--- config.mk ---
export PLATFORM = sky130hd
export DESIGN_NAME = serial_lamp_command_decoder_flat
export DESIGN_NICKNAME = d
export VERILOG_FILES = /design/src/rtl/slcd_pkg.sv /design/src/rtl/slcd_if.sv /design/src/rtl/slcd_reply_cell.sv /design/src/rtl/slcd_frame_store.sv /design/src/rtl/serial_lamp_command_decoder.sv /design/src/flat_wrapper.sv
export SDC_FILE = /design/constraint.sdc
export NUM_CORES = 1
export LEC_CHECK = 0
export ABC_AREA = 1
export BUFFER_PORTS_ARGS = -buffer_cell sky130_fd_sc_hd__buf_2
export CORE_UTILIZATION = 61
export DETAILED_ROUTE_END_ITERATION = 10
export GPL_TIMING_DRIVEN = 1
export PLACE_DENSITY_LB_ADDON = 0.3
export SLEW_MARGIN = 40
export SYNTH_ARGS = -nofsm -noshare
export SYNTH_HDL_FRONTEND = slang
export SYNTH_HIERARCHICAL = 1
export SYNTH_SLANG_ARGS = --single-unit
--- constraint.sdc ---
create_clock -name clk -period 3.13 [get_ports clk]
set_input_delay 0.313 -clock clk [delete_from_list [all_inputs] [get_ports clk]]
set_output_delay 0.313 -clock clk [all_outputs]
set_load 0.02 [all_outputs]
--- src/rtl/slcd_pkg.sv ---
`default_nettype none

package slcd_pkg;

    // received characters that frame and command use
    localparam logic [7:0] CH_END   = 8'h3C;
    localparam logic [7:0] CH_START = 8'h3E;
    localparam logic [7:0] CH_M     = 8'h4D;
    localparam logic [7:0] CH_ZERO  = 8'h30;
    localparam logic [7:0] CH_SEVEN = 8'h37;
    localparam logic [7:0] CH_SEMI  = 8'h3B;
    localparam logic [7:0] CH_O     = 8'h4F;
    localparam logic [7:0] CH_N     = 8'h4E;
    localparam logic [7:0] CH_F     = 8'h46;

    // lamps that exist, digit must stay below this
    localparam int LAMP_COUNT = 8;

    localparam int BUF_DEPTH = 7;
    localparam logic [3:0] LEN_MAX = 4'd15;

    // reply texts, good reply padded to the longer length
    localparam int REPLY_DEPTH    = 5;
    localparam int REPLY_GOOD_LEN = 4;
    localparam int REPLY_BAD_LEN  = 5;
    localparam logic [7:0] REPLY_GOOD [REPLY_DEPTH] = '{8'h3E, 8'h4F, 8'h4B, 8'h3C, 8'h00};
    localparam logic [7:0] REPLY_BAD  [REPLY_DEPTH] = '{8'h3E, 8'h45, 8'h52, 8'h52, 8'h3C};

    typedef struct packed {
        logic [7:0] rx_byte;
    } slcd_in_t;

    typedef struct packed {
        logic [7:0] tx_char;
        logic       last_char;
        logic       reply_ok;
        logic [7:0] lamp_bits;
    } slcd_out_t;

    typedef struct packed {
        logic       valid;
        logic [7:0] ch;
        logic       last;
    } slcd_cell_t;

    typedef struct packed {
        logic       ok;
        logic       turn_on;
        logic [2:0] lamp;
    } slcd_check_t;

endpackage

`default_nettype wire

--- src/rtl/slcd_if.sv ---
`default_nettype none

interface slcd_if #(parameter type T = logic [7:0]) ();
    logic valid;
    logic ready;
    T     data;

    modport source (output valid, output data, input ready);
    modport sink   (input valid, input data, output ready);
endinterface

`default_nettype wire

--- src/rtl/slcd_reply_cell.sv ---
`default_nettype none

module slcd_reply_cell
    import slcd_pkg::*;
(
    input  logic       clk,
    input  logic       rst_n,
    input  logic       load,
    input  slcd_cell_t load_val,
    input  logic       shift,
    input  slcd_cell_t from_next,
    output slcd_cell_t slot
);

    logic       valid_reg;
    logic       valid_next;
    logic [7:0] ch_reg;
    logic [7:0] ch_next;
    logic       last_reg;
    logic       last_next;

    always_comb
    begin
        valid_next = valid_reg;
        ch_next    = ch_reg;
        last_next  = last_reg;
        if (load)
        begin
            valid_next = load_val.valid;
            ch_next    = load_val.ch;
            last_next  = load_val.last;
        end
        else if (shift)
        begin
            valid_next = from_next.valid;
            ch_next    = from_next.ch;
            last_next  = from_next.last;
        end
    end

    always_ff @(posedge clk or negedge rst_n)
    begin
        if (!rst_n)
        begin
            valid_reg <= 1'b0;
        end
        else
        begin
            valid_reg <= valid_next;
        end
    end

    always_ff @(posedge clk)
    begin
        ch_reg   <= ch_next;
        last_reg <= last_next;
    end

    assign slot = '{valid: valid_reg, ch: ch_reg, last: last_reg};

endmodule

`default_nettype wire

--- src/rtl/slcd_frame_store.sv ---
`default_nettype none

module slcd_frame_store
    import slcd_pkg::*;
(
    input  logic        clk,
    input  logic        rst_n,
    input  logic        wr_en,
    input  logic [7:0]  wr_byte,
    output slcd_check_t check
);

    logic [3:0] len_reg;
    logic [3:0] len_next;
    logic [7:0] buf_reg [BUF_DEPTH];

    logic       len_seven;
    logic       len_eight;
    logic       head_ok;
    logic       digit_ok;
    logic [2:0] lamp_idx;
    logic       on_ok;
    logic       off_ok;

    always_comb
    begin
        len_next = len_reg;
        if (wr_en)
        begin
            if (wr_byte == CH_END)
            begin
                len_next = '0;
            end
            else if (len_reg != LEN_MAX)
            begin
                len_next = len_reg + 4'd1;
            end
        end
    end

    always_ff @(posedge clk or negedge rst_n)
    begin
        if (!rst_n)
        begin
            len_reg <= '0;
        end
        else
        begin
            len_reg <= len_next;
        end
    end

    // each entry takes the byte that arrives at its own position
    for (genvar i = 0; i < BUF_DEPTH; i++)
    begin : g_buf
        always_ff @(posedge clk)
        begin
            if (wr_en && (len_reg == 4'(i)))
            begin
                buf_reg[i] <= wr_byte;
            end
        end
    end

    // length counted before the end byte: six for on, seven for off
    assign len_seven = (len_reg == 4'd6);
    assign len_eight = (len_reg == 4'd7);
    assign lamp_idx  = buf_reg[2][2:0];
    assign digit_ok  = (buf_reg[2] >= CH_ZERO) && (buf_reg[2] <= CH_SEVEN)
                       && (int'(lamp_idx) < LAMP_COUNT);
    assign head_ok   = (buf_reg[0] == CH_START) && (buf_reg[1] == CH_M)
                       && (buf_reg[3] == CH_SEMI) && (buf_reg[4] == CH_O);
    assign on_ok     = len_seven && (buf_reg[5] == CH_N);
    assign off_ok    = len_eight && (buf_reg[5] == CH_F) && (buf_reg[6] == CH_F);

    assign check = '{ok: head_ok && digit_ok && (on_ok || off_ok),
                     turn_on: len_seven,
                     lamp: lamp_idx};

endmodule

`default_nettype wire

--- src/rtl/serial_lamp_command_decoder.sv ---
`default_nettype none

// serial lamp command decoder
//
// rx carries received characters, one request per byte. a frame ends on '<'
// and is checked as ">Mn;ON<" or ">Mn;OFF<". a good frame switches lamp n
// and answers ">OK<", anything else answers ">ERR<" and leaves the lamps.
// tx carries one reply character per request, with last_char on the final
// one, reply_ok and the lamp register as it stands after the frame.
//
// ordinary bytes are taken at one per cycle at all times. a '<' is taken
// once the reply row holds at most the final character of the previous
// reply and that one is leaving; its first reply character shows on tx the
// next cycle. a reply of 4 (ok) or 5 (err) characters goes at full tx rate,
// one character per cycle out of a row of five shifting cells.
//
// reset clears the frame length, the lamps and the reply row. a stall on
// tx freezes the row; ordinary bytes keep flowing, a '<' waits.

module serial_lamp_command_decoder
    import slcd_pkg::*;
(
    input  logic  clk,
    input  logic  rst_n,
    slcd_if.sink   rx,
    slcd_if.source tx
);

    slcd_check_t check;
    slcd_cell_t  chain [REPLY_DEPTH + 1];
    slcd_cell_t  load_val [REPLY_DEPTH];

    logic       is_end;
    logic       rx_fire;
    logic       shift;
    logic       can_load;
    logic       load;
    logic [7:0] lamp_mask;
    logic [7:0] lamp_reg;
    logic [7:0] lamp_next;
    logic       reply_ok_reg;
    logic       reply_ok_next;

    assign is_end  = (rx.data.rx_byte == CH_END);

    // head is the output register, the row moves when it is free or taken
    assign shift    = tx.ready || !chain[0].valid;
    // nothing behind the head, so a new reply fits in as it leaves
    assign can_load = shift && !chain[1].valid;

    assign rx.ready = !is_end || can_load;
    assign rx_fire  = rx.valid && rx.ready;
    assign load     = rx_fire && is_end;

    slcd_frame_store u_frame (
        .clk     (clk),
        .rst_n   (rst_n),
        .wr_en   (rx_fire),
        .wr_byte (rx.data.rx_byte),
        .check   (check)
    );

    // lamp update at the frame end
    assign lamp_mask = 8'd1 << check.lamp;

    always_comb
    begin
        lamp_next     = lamp_reg;
        reply_ok_next = reply_ok_reg;
        if (load)
        begin
            reply_ok_next = check.ok;
            if (check.ok)
            begin
                lamp_next = check.turn_on ? (lamp_reg | lamp_mask) : (lamp_reg & ~lamp_mask);
            end
        end
    end

    always_ff @(posedge clk or negedge rst_n)
    begin
        if (!rst_n)
        begin
            lamp_reg     <= '0;
            reply_ok_reg <= 1'b0;
        end
        else
        begin
            lamp_reg     <= lamp_next;
            reply_ok_reg <= reply_ok_next;
        end
    end

    // empty cell feeds the tail of the row
    assign chain[REPLY_DEPTH] = '0;

    for (genvar i = 0; i < REPLY_DEPTH; i++)
    begin : g_cell
        assign load_val[i] = check.ok
            ? slcd_cell_t'{valid: (i < REPLY_GOOD_LEN), ch: REPLY_GOOD[i],
                           last: (i == REPLY_GOOD_LEN - 1)}
            : slcd_cell_t'{valid: (i < REPLY_BAD_LEN), ch: REPLY_BAD[i],
                           last: (i == REPLY_BAD_LEN - 1)};

        slcd_reply_cell u_cell (
            .clk       (clk),
            .rst_n     (rst_n),
            .load      (load),
            .load_val  (load_val[i]),
            .shift     (shift),
            .from_next (chain[i + 1]),
            .slot      (chain[i])
        );
    end

    assign tx.valid = chain[0].valid;
    assign tx.data  = '{tx_char: chain[0].ch, last_char: chain[0].last,
                        reply_ok: reply_ok_reg, lamp_bits: lamp_reg};

endmodule

`default_nettype wire

--- src/flat_wrapper.sv ---
// flat-port wrapper written by rule: the top's interface ports become plain ports
module serial_lamp_command_decoder_flat import slcd_pkg::*;
  (clk, rst_n, rx_valid, rx_data, rx_ready, tx_valid, tx_data, tx_ready);
  slcd_if #(.T(slcd_in_t)) rx_i ();
  slcd_if #(.T(slcd_out_t)) tx_i ();
  input  logic clk;
  input  logic rst_n;
  input wire logic [$bits(rx_i.valid)-1:0] rx_valid;
  input wire logic [$bits(rx_i.data)-1:0] rx_data;
  output wire logic [$bits(rx_i.ready)-1:0] rx_ready;
  output wire logic [$bits(tx_i.valid)-1:0] tx_valid;
  output wire logic [$bits(tx_i.data)-1:0] tx_data;
  input wire logic [$bits(tx_i.ready)-1:0] tx_ready;
  assign rx_i.valid = rx_valid;
  assign rx_i.data = rx_data;
  assign rx_ready = rx_i.ready;
  assign tx_valid = tx_i.valid;
  assign tx_data = tx_i.data;
  assign tx_i.ready = tx_ready;
  serial_lamp_command_decoder u_core (.clk(clk), .rst_n(rst_n), .rx(rx_i), .tx(tx_i));
endmodule
==> Word level (Yosys, flattened, before mapping) <==
Memories as Yosys holds them, arrays and structs flattened.
Index checks and enable logic that the tools add are counted.
{ "word_totals": {"reg_bits": 63, "ram_bits": 56, "word_cells": 142, "memories": 1} }
{ "mem_list": {"columns": ["memory", "depth", "word_bits", "rd", "rd_ports_with_merged_regs", "write_ports", "line", "source"], "rows": [
  ["u_core.u_frame.buf_reg", 7, 8, 7, 0, 1, "slcd_frame_store.sv:15", "logic [7:0] buf_reg [BUF_DEPTH];"]
]} }
{ "op_classes": {"n_addsub": 1, "n_lt_le_gt_ge": 2, "n_eq_ne": 16, "shifts": 1, "mux": 64, "bitwise": 3, "reduce_logical": 36} }
{ "op_table": {"columns": ["op", "n"], "rows": [
  ["$mux 8", 16],
  ["$reduce_or 8->1", 6],
  ["$eq 8x7->1 const B", 5],
  ["$mux 1", 37],
  ["$eq 8x6->1 const B", 3],
  ["$logic_and 1x1->1", 19],
  ["$mux 3", 6],
  ["$eq 4x3->1 const B", 4],
  ["$mux 10", 1],
  ["$and 8x8->8", 1],
  ["$eq 4x2->1 const B", 2],
  ["$ge 8x6->1 const B", 1],
  ["$le 8x6->1 const B", 1],
  ["$mux 4", 2],
  ["$not 8->8", 1],
  ["$or 8x8->8", 1],
  ["$shl 1x3->8 const A", 1],
  ["$mux 6", 1],
  ["$mux 5", 1],
  ["$add 4x1->4 const B", 1],
  ["$eq 4x1->1 const B", 1],
  ["$logic_not 4->1", 1],
  ["$ne 4x4->1 const B", 1],
  ["$reduce_and 2->1", 2],
  ["other kinds (3)", 8]
]} }

==> Depth between registers and ports, before layout <==
{ "depth": {"depth_word": 15, "ltp_mapped": 13, "mapped_depth_nobuf": 13} }

==> Modules after synthesis <==
The synthesis kept the hierarchy.
{ "modules_own_cells": {"columns": ["module", "n_inst", "cells_per_inst", "area_each_um2"], "rows": [
  ["slcd_frame_store", 1, 186, 2346.0],
  ["slcd_reply_cell", 5, 47, 459.2],
  ["serial_lamp_command_decoder", 1, 87, 633.1]
]} }

==> Worst setup path after synthesis <==
Ideal clock, no wire load.
{ "synth_timing": {"path_type": "reg-to-reg", "from": "register u_core.g_cell[0].u_cell.valid_reg", "to": "memory u_core.u_frame.buf_reg[5][0], enable pin", "setup_ns": 0.383, "arrival_time_ns": 2.047, "required_time_ns": 2.747, "path_slack_ns": 0.699, "stages_incl_launch_ff": 9, "n_path_buf": 1, "period_less_slack_ns": 2.431, "cell_sequence": "dfrtp_1 buf_4 a21oi_2 inv_1 nand2_1 nand2_1 inv_1 nand3_1 nor3_1"} }
{ "synth_between": {"elab_chain_len": 15, "word_cells_on_any_way": 44} }
{ "synth_rtl": {"columns": ["element", "line", "source"], "rows": [
  ["start, declared", "slcd_reply_cell.sv:15", "logic valid_reg;"],
  ["start signal, assigned", "slcd_reply_cell.sv:49", "valid_reg <= valid_next;"],
  ["$logic_not 1->1 (*)", "serial_lamp_command_decoder.sv:47", "assign shift = tx.ready || !chain[0].valid;"],
  ["$logic_or 1x1->1 (*)", "serial_lamp_command_decoder.sv:47", null],
  ["$logic_and 1x1->1 (*)", "serial_lamp_command_decoder.sv:49", "assign can_load = shift && !chain[1].valid;"],
  ["$logic_or 1x1->1 (*)", "serial_lamp_command_decoder.sv:51", "assign rx.ready = !is_end || can_load;"],
  ["via rx_ready", "flat_wrapper.sv:10", "output wire logic [$bits(rx_i.ready)-1:0] rx_ready;"],
  ["$logic_and 1x1->1 (*)", "serial_lamp_command_decoder.sv:52", "assign rx_fire = rx.valid && rx.ready;"],
  ["via u_core.rx_fire", "serial_lamp_command_decoder.sv:34", "logic rx_fire;"],
  ["$logic_and 1x1->1", "slcd_frame_store.sv:58", "if (wr_en && (len_reg == 4'(i)))"],
  ["$mux 1", "slcd_frame_store.sv:58", null],
  ["$mux 1 (implied by the code)", "slcd_frame_store.sv:60", "buf_reg[i] <= wr_byte;"],
  ["$reduce_or 8->1 (no line)", null, null],
  ["$mux 3 (no line) or $mux 1 (tied branches) (6 in a row)", null, null],
  ["end, declared", "slcd_frame_store.sv:15", null]
]} }
The timed path passes the listed nets; every way through them passes the cells marked *.

==> results.ini <==
[placed_design]
gp_congestion = 0.769
numPortBuffers = 31
placed_cell_area_um2 = 5610
post-dp-hpwl_um = 6120
numPlacedInstances = 673
pre_cts_ws_ps = 845

[floorplan]
start_util = 0.636
die_height_um = 95.0
row_count = 33
ios = 32
die_w_um = 95.0
coreArea_um2 = 8300
fp.dieArea_um2 = 9020

[sta]
timing.final.max_slew_violations = 0
worst_slack_ps = 789
setup-tns-final_ps = 0
layout_worst_path_cycle_share = 0.748
timing.slew.headroom = 0.504
setup_viol = 0
finalWorstPathRequiredPeriod_ps = 2340
max_freq_mhz = 427
hold_viol = 0
rsz0062_at_grt = false
skew_ps = 8.41
max_slew.worst_pin.slew_ps = 741

[global_route]
antenna_found_initial = 1
number_of_global_route_vias_before_repair = 3258
grt_first_pass_wirelength_um = 14900
grt_use_total = 0.230
grt_overflow = 0
grt_max_degree = 20

[logic_synthesis]
syn-mean-instance-area_um2 = 10.4
netlist_top_cells_area = sky130_fd_sc_hd__edfxtp_1 (57%), sky130_fd_sc_hd__nand2_1 (14%), sky130_fd_sc_hd__dfrtp_1 (8.5%)
post_synth_inst_count = 508
post_synth_instance_area_um2 = 5280
synth.ff_latch_count = 119
synth.yosys.seq_area_share = 0.660
yosys_warnings = 6
synth_largest_area_cell = sky130_fd_sc_hd__edfxtp_1
yosysTopAreaCellShare = 0.575
dominantRegCellSynth = sky130_fd_sc_hd__edfxtp_1
synth_enable_flop_cells = 101
synth_cell_type_count = 26
synth_async_sr_flop_share = 0.151

[clocking]
worst_path_clk_slew_ps = 60
max-clock-path-buffers = 2
worst_skew_pair.late_latency_ps = 510
inserted_clock_buffers = 17
clk_root_buffer_cell = sky130_fd_sc_hd__clkbuf_8
cts.repair.resized = 0
cts-htree-levels = 4
cts_tree = done
clock_sinks = 119

[cells_and_area]
layout.cells.most_common = sky130_fd_sc_hd__nand2_1
final_nets = 604
post-route-util = 0.744
non_filler_cells_final = 707
final_design_area_no_fill_um2 = 6180
area.growth.synth_to_final_pct = 17.1
layout_common_cells = sky130_fd_sc_hd__nand2_1 (197), sky130_fd_sc_hd__edfxtp_1 (101), sky130_fd_sc_hd__inv_1 (57), sky130_fd_sc_hd__conb_1 (43), sky130_fd_sc_hd__nor2_1 (38)
final_layout_size_suffix_gt1_frac = 0.161
largest_register_ffs = 56

[setup_path]
cp_data_required_time_ps = 3390
critPathArrivalTime_ps = 2600
cp_startpoint = u_core/u_frame/len_reg[0]
launch_instance_of_the_worst_register_to_register_path = u_core/u_frame/len_reg[0]
worstPathMaxFanout = 10
crit_path_start_kind = register
critical_path_class = register to register
setup.worst_path.end_class = register

[route]
drt_first_iter_violations = 247
detail-route-antenna-nets = 0
drt_drc_violations_left = 0
met1_length_um = 3830
drtPass1Iterations = 4
met2WireLength_um = 4470
met3_wirelength_um = 558
routed-via-count = 3443
highest-signal-layer = met4
post_dr_vias_cell = 4.87
totalWireLength_um = 9090
wire_per_inst_um = 12.9

[power_and_ir_drop]
vdd_drop_max_mv = 0.453
p_leak_nw = 2.77
cellPowerDensity_nw_per_um2 = 767

[min_path]
min-delay-start = rx_data[4]
holdCritPathClass = input port to register

[job]
cap_violations = 0

[run_status]
status = completed

## layout make-up
type	count	area, µm²
flip-flops and latches	119	3480
fillers	554	2120
multi-input cells	344	1530
clock buffers	17	414
inverters	65	244
repair buffers	41	233
clock inverters	15	143
well taps	105	131
diodes	1	2.50
## cell families (layout without fill, tap and decap cells)
kind of cell    Yosys count  after routing  synth area share
buf+inv                  86            138            0.0792
simple gates            285            285             0.231
flops                   119            119             0.660
fa+ha+maj                 4              4           0.00949
other cells               2             44           0.00142
compound gates           12             12            0.0185
## worst max-delay path, stage by stage (launching register included)
cell and delay [ps]:
sky130_fd_sc_hd__dfrtp_1 430, sky130_fd_sc_hd__inv_1 150, sky130_fd_sc_hd__ha_1 250, sky130_fd_sc_hd__nor2_1 70, sky130_fd_sc_hd__nor2_1 130, sky130_fd_sc_hd__nand2_1 70
sky130_fd_sc_hd__nor2_1 110, sky130_fd_sc_hd__nand3_1 120, sky130_fd_sc_hd__nor2_1 110, sky130_fd_sc_hd__buf_4 190, sky130_fd_sc_hd__inv_1 230, sky130_fd_sc_hd__nand2_1 170
sky130_fd_sc_hd__nand2_1 70
## final timing paths
check / endpoint / cells past startpoint / slack [ps]
worst max register to register: u_core/g_cell[3].u_cell/ch_reg[6] / 12 / 790
max in group asynchronous: u_core/u_frame/len_reg[0] / 2 / 2550
worst min-delay path: u_core/u_frame/buf_reg[6][4] / 1 / 110
min in group asynchronous: asynchronous set/reset pin / 2 / 270
worst min register to register: u_core/g_cell[4].u_cell/valid_reg / 2 / 480
worst max-delay path: u_core/g_cell[3].u_cell/ch_reg[6] / 12 / 790
## cell usage after synthesis, types with 2 or more instances
library cell / count
sky130_fd_sc_hd__o21bai_1: 8
sky130_fd_sc_hd__inv_1: 58
sky130_fd_sc_hd__nand3_1: 20
sky130_fd_sc_hd__nor2_1: 38
sky130_fd_sc_hd__ha_1: 4
sky130_fd_sc_hd__nor3_1: 12
sky130_fd_sc_hd__nand3_2: 5
sky130_fd_sc_hd__buf_4: 15
sky130_fd_sc_hd__nand2_2: 7
sky130_fd_sc_hd__conb_1: 2
sky130_fd_sc_hd__nand2_1: 197
sky130_fd_sc_hd__dfrtp_1: 18
sky130_fd_sc_hd__edfxtp_1: 101
sky130_fd_sc_hd__inv_2: 7
sky130_fd_sc_hd__buf_6: 5
## metal layers
layer,vias up,GRT usage
met5,-,0
met2,107,0.376
met4,0,0.119
met1,1574,0.276
li1,1737,-
met3,25,0.0684
## timing repair
action	in CTS	in global routing
buffers inserted	0	0
hold buffers	1	0
endpoints found under the hold margin	18	0
## report_power, final
part           total (mW)  switching (mW)  internal (mW)
Combinational       0.733           0.515          0.217
Clock                1.78           0.719           1.07
Sequential           2.22           0.107           2.11
## through the flow
| stage | hold slack [ps] | total power [mW] |
|---|---|---|
| 3_3_place_gp | 263 | 2.92 |
| 3_5_place_dp | 270 | 2.96 |
| 2_1_floorplan | 17.4 | 2.81 |
| 6_report | 109 | 4.74 |
| 5_1_grt | 98.9 | 4.95 |
| 4_1_cts | 93.4 | 4.76 |
(Power assumes the default switching activity.)
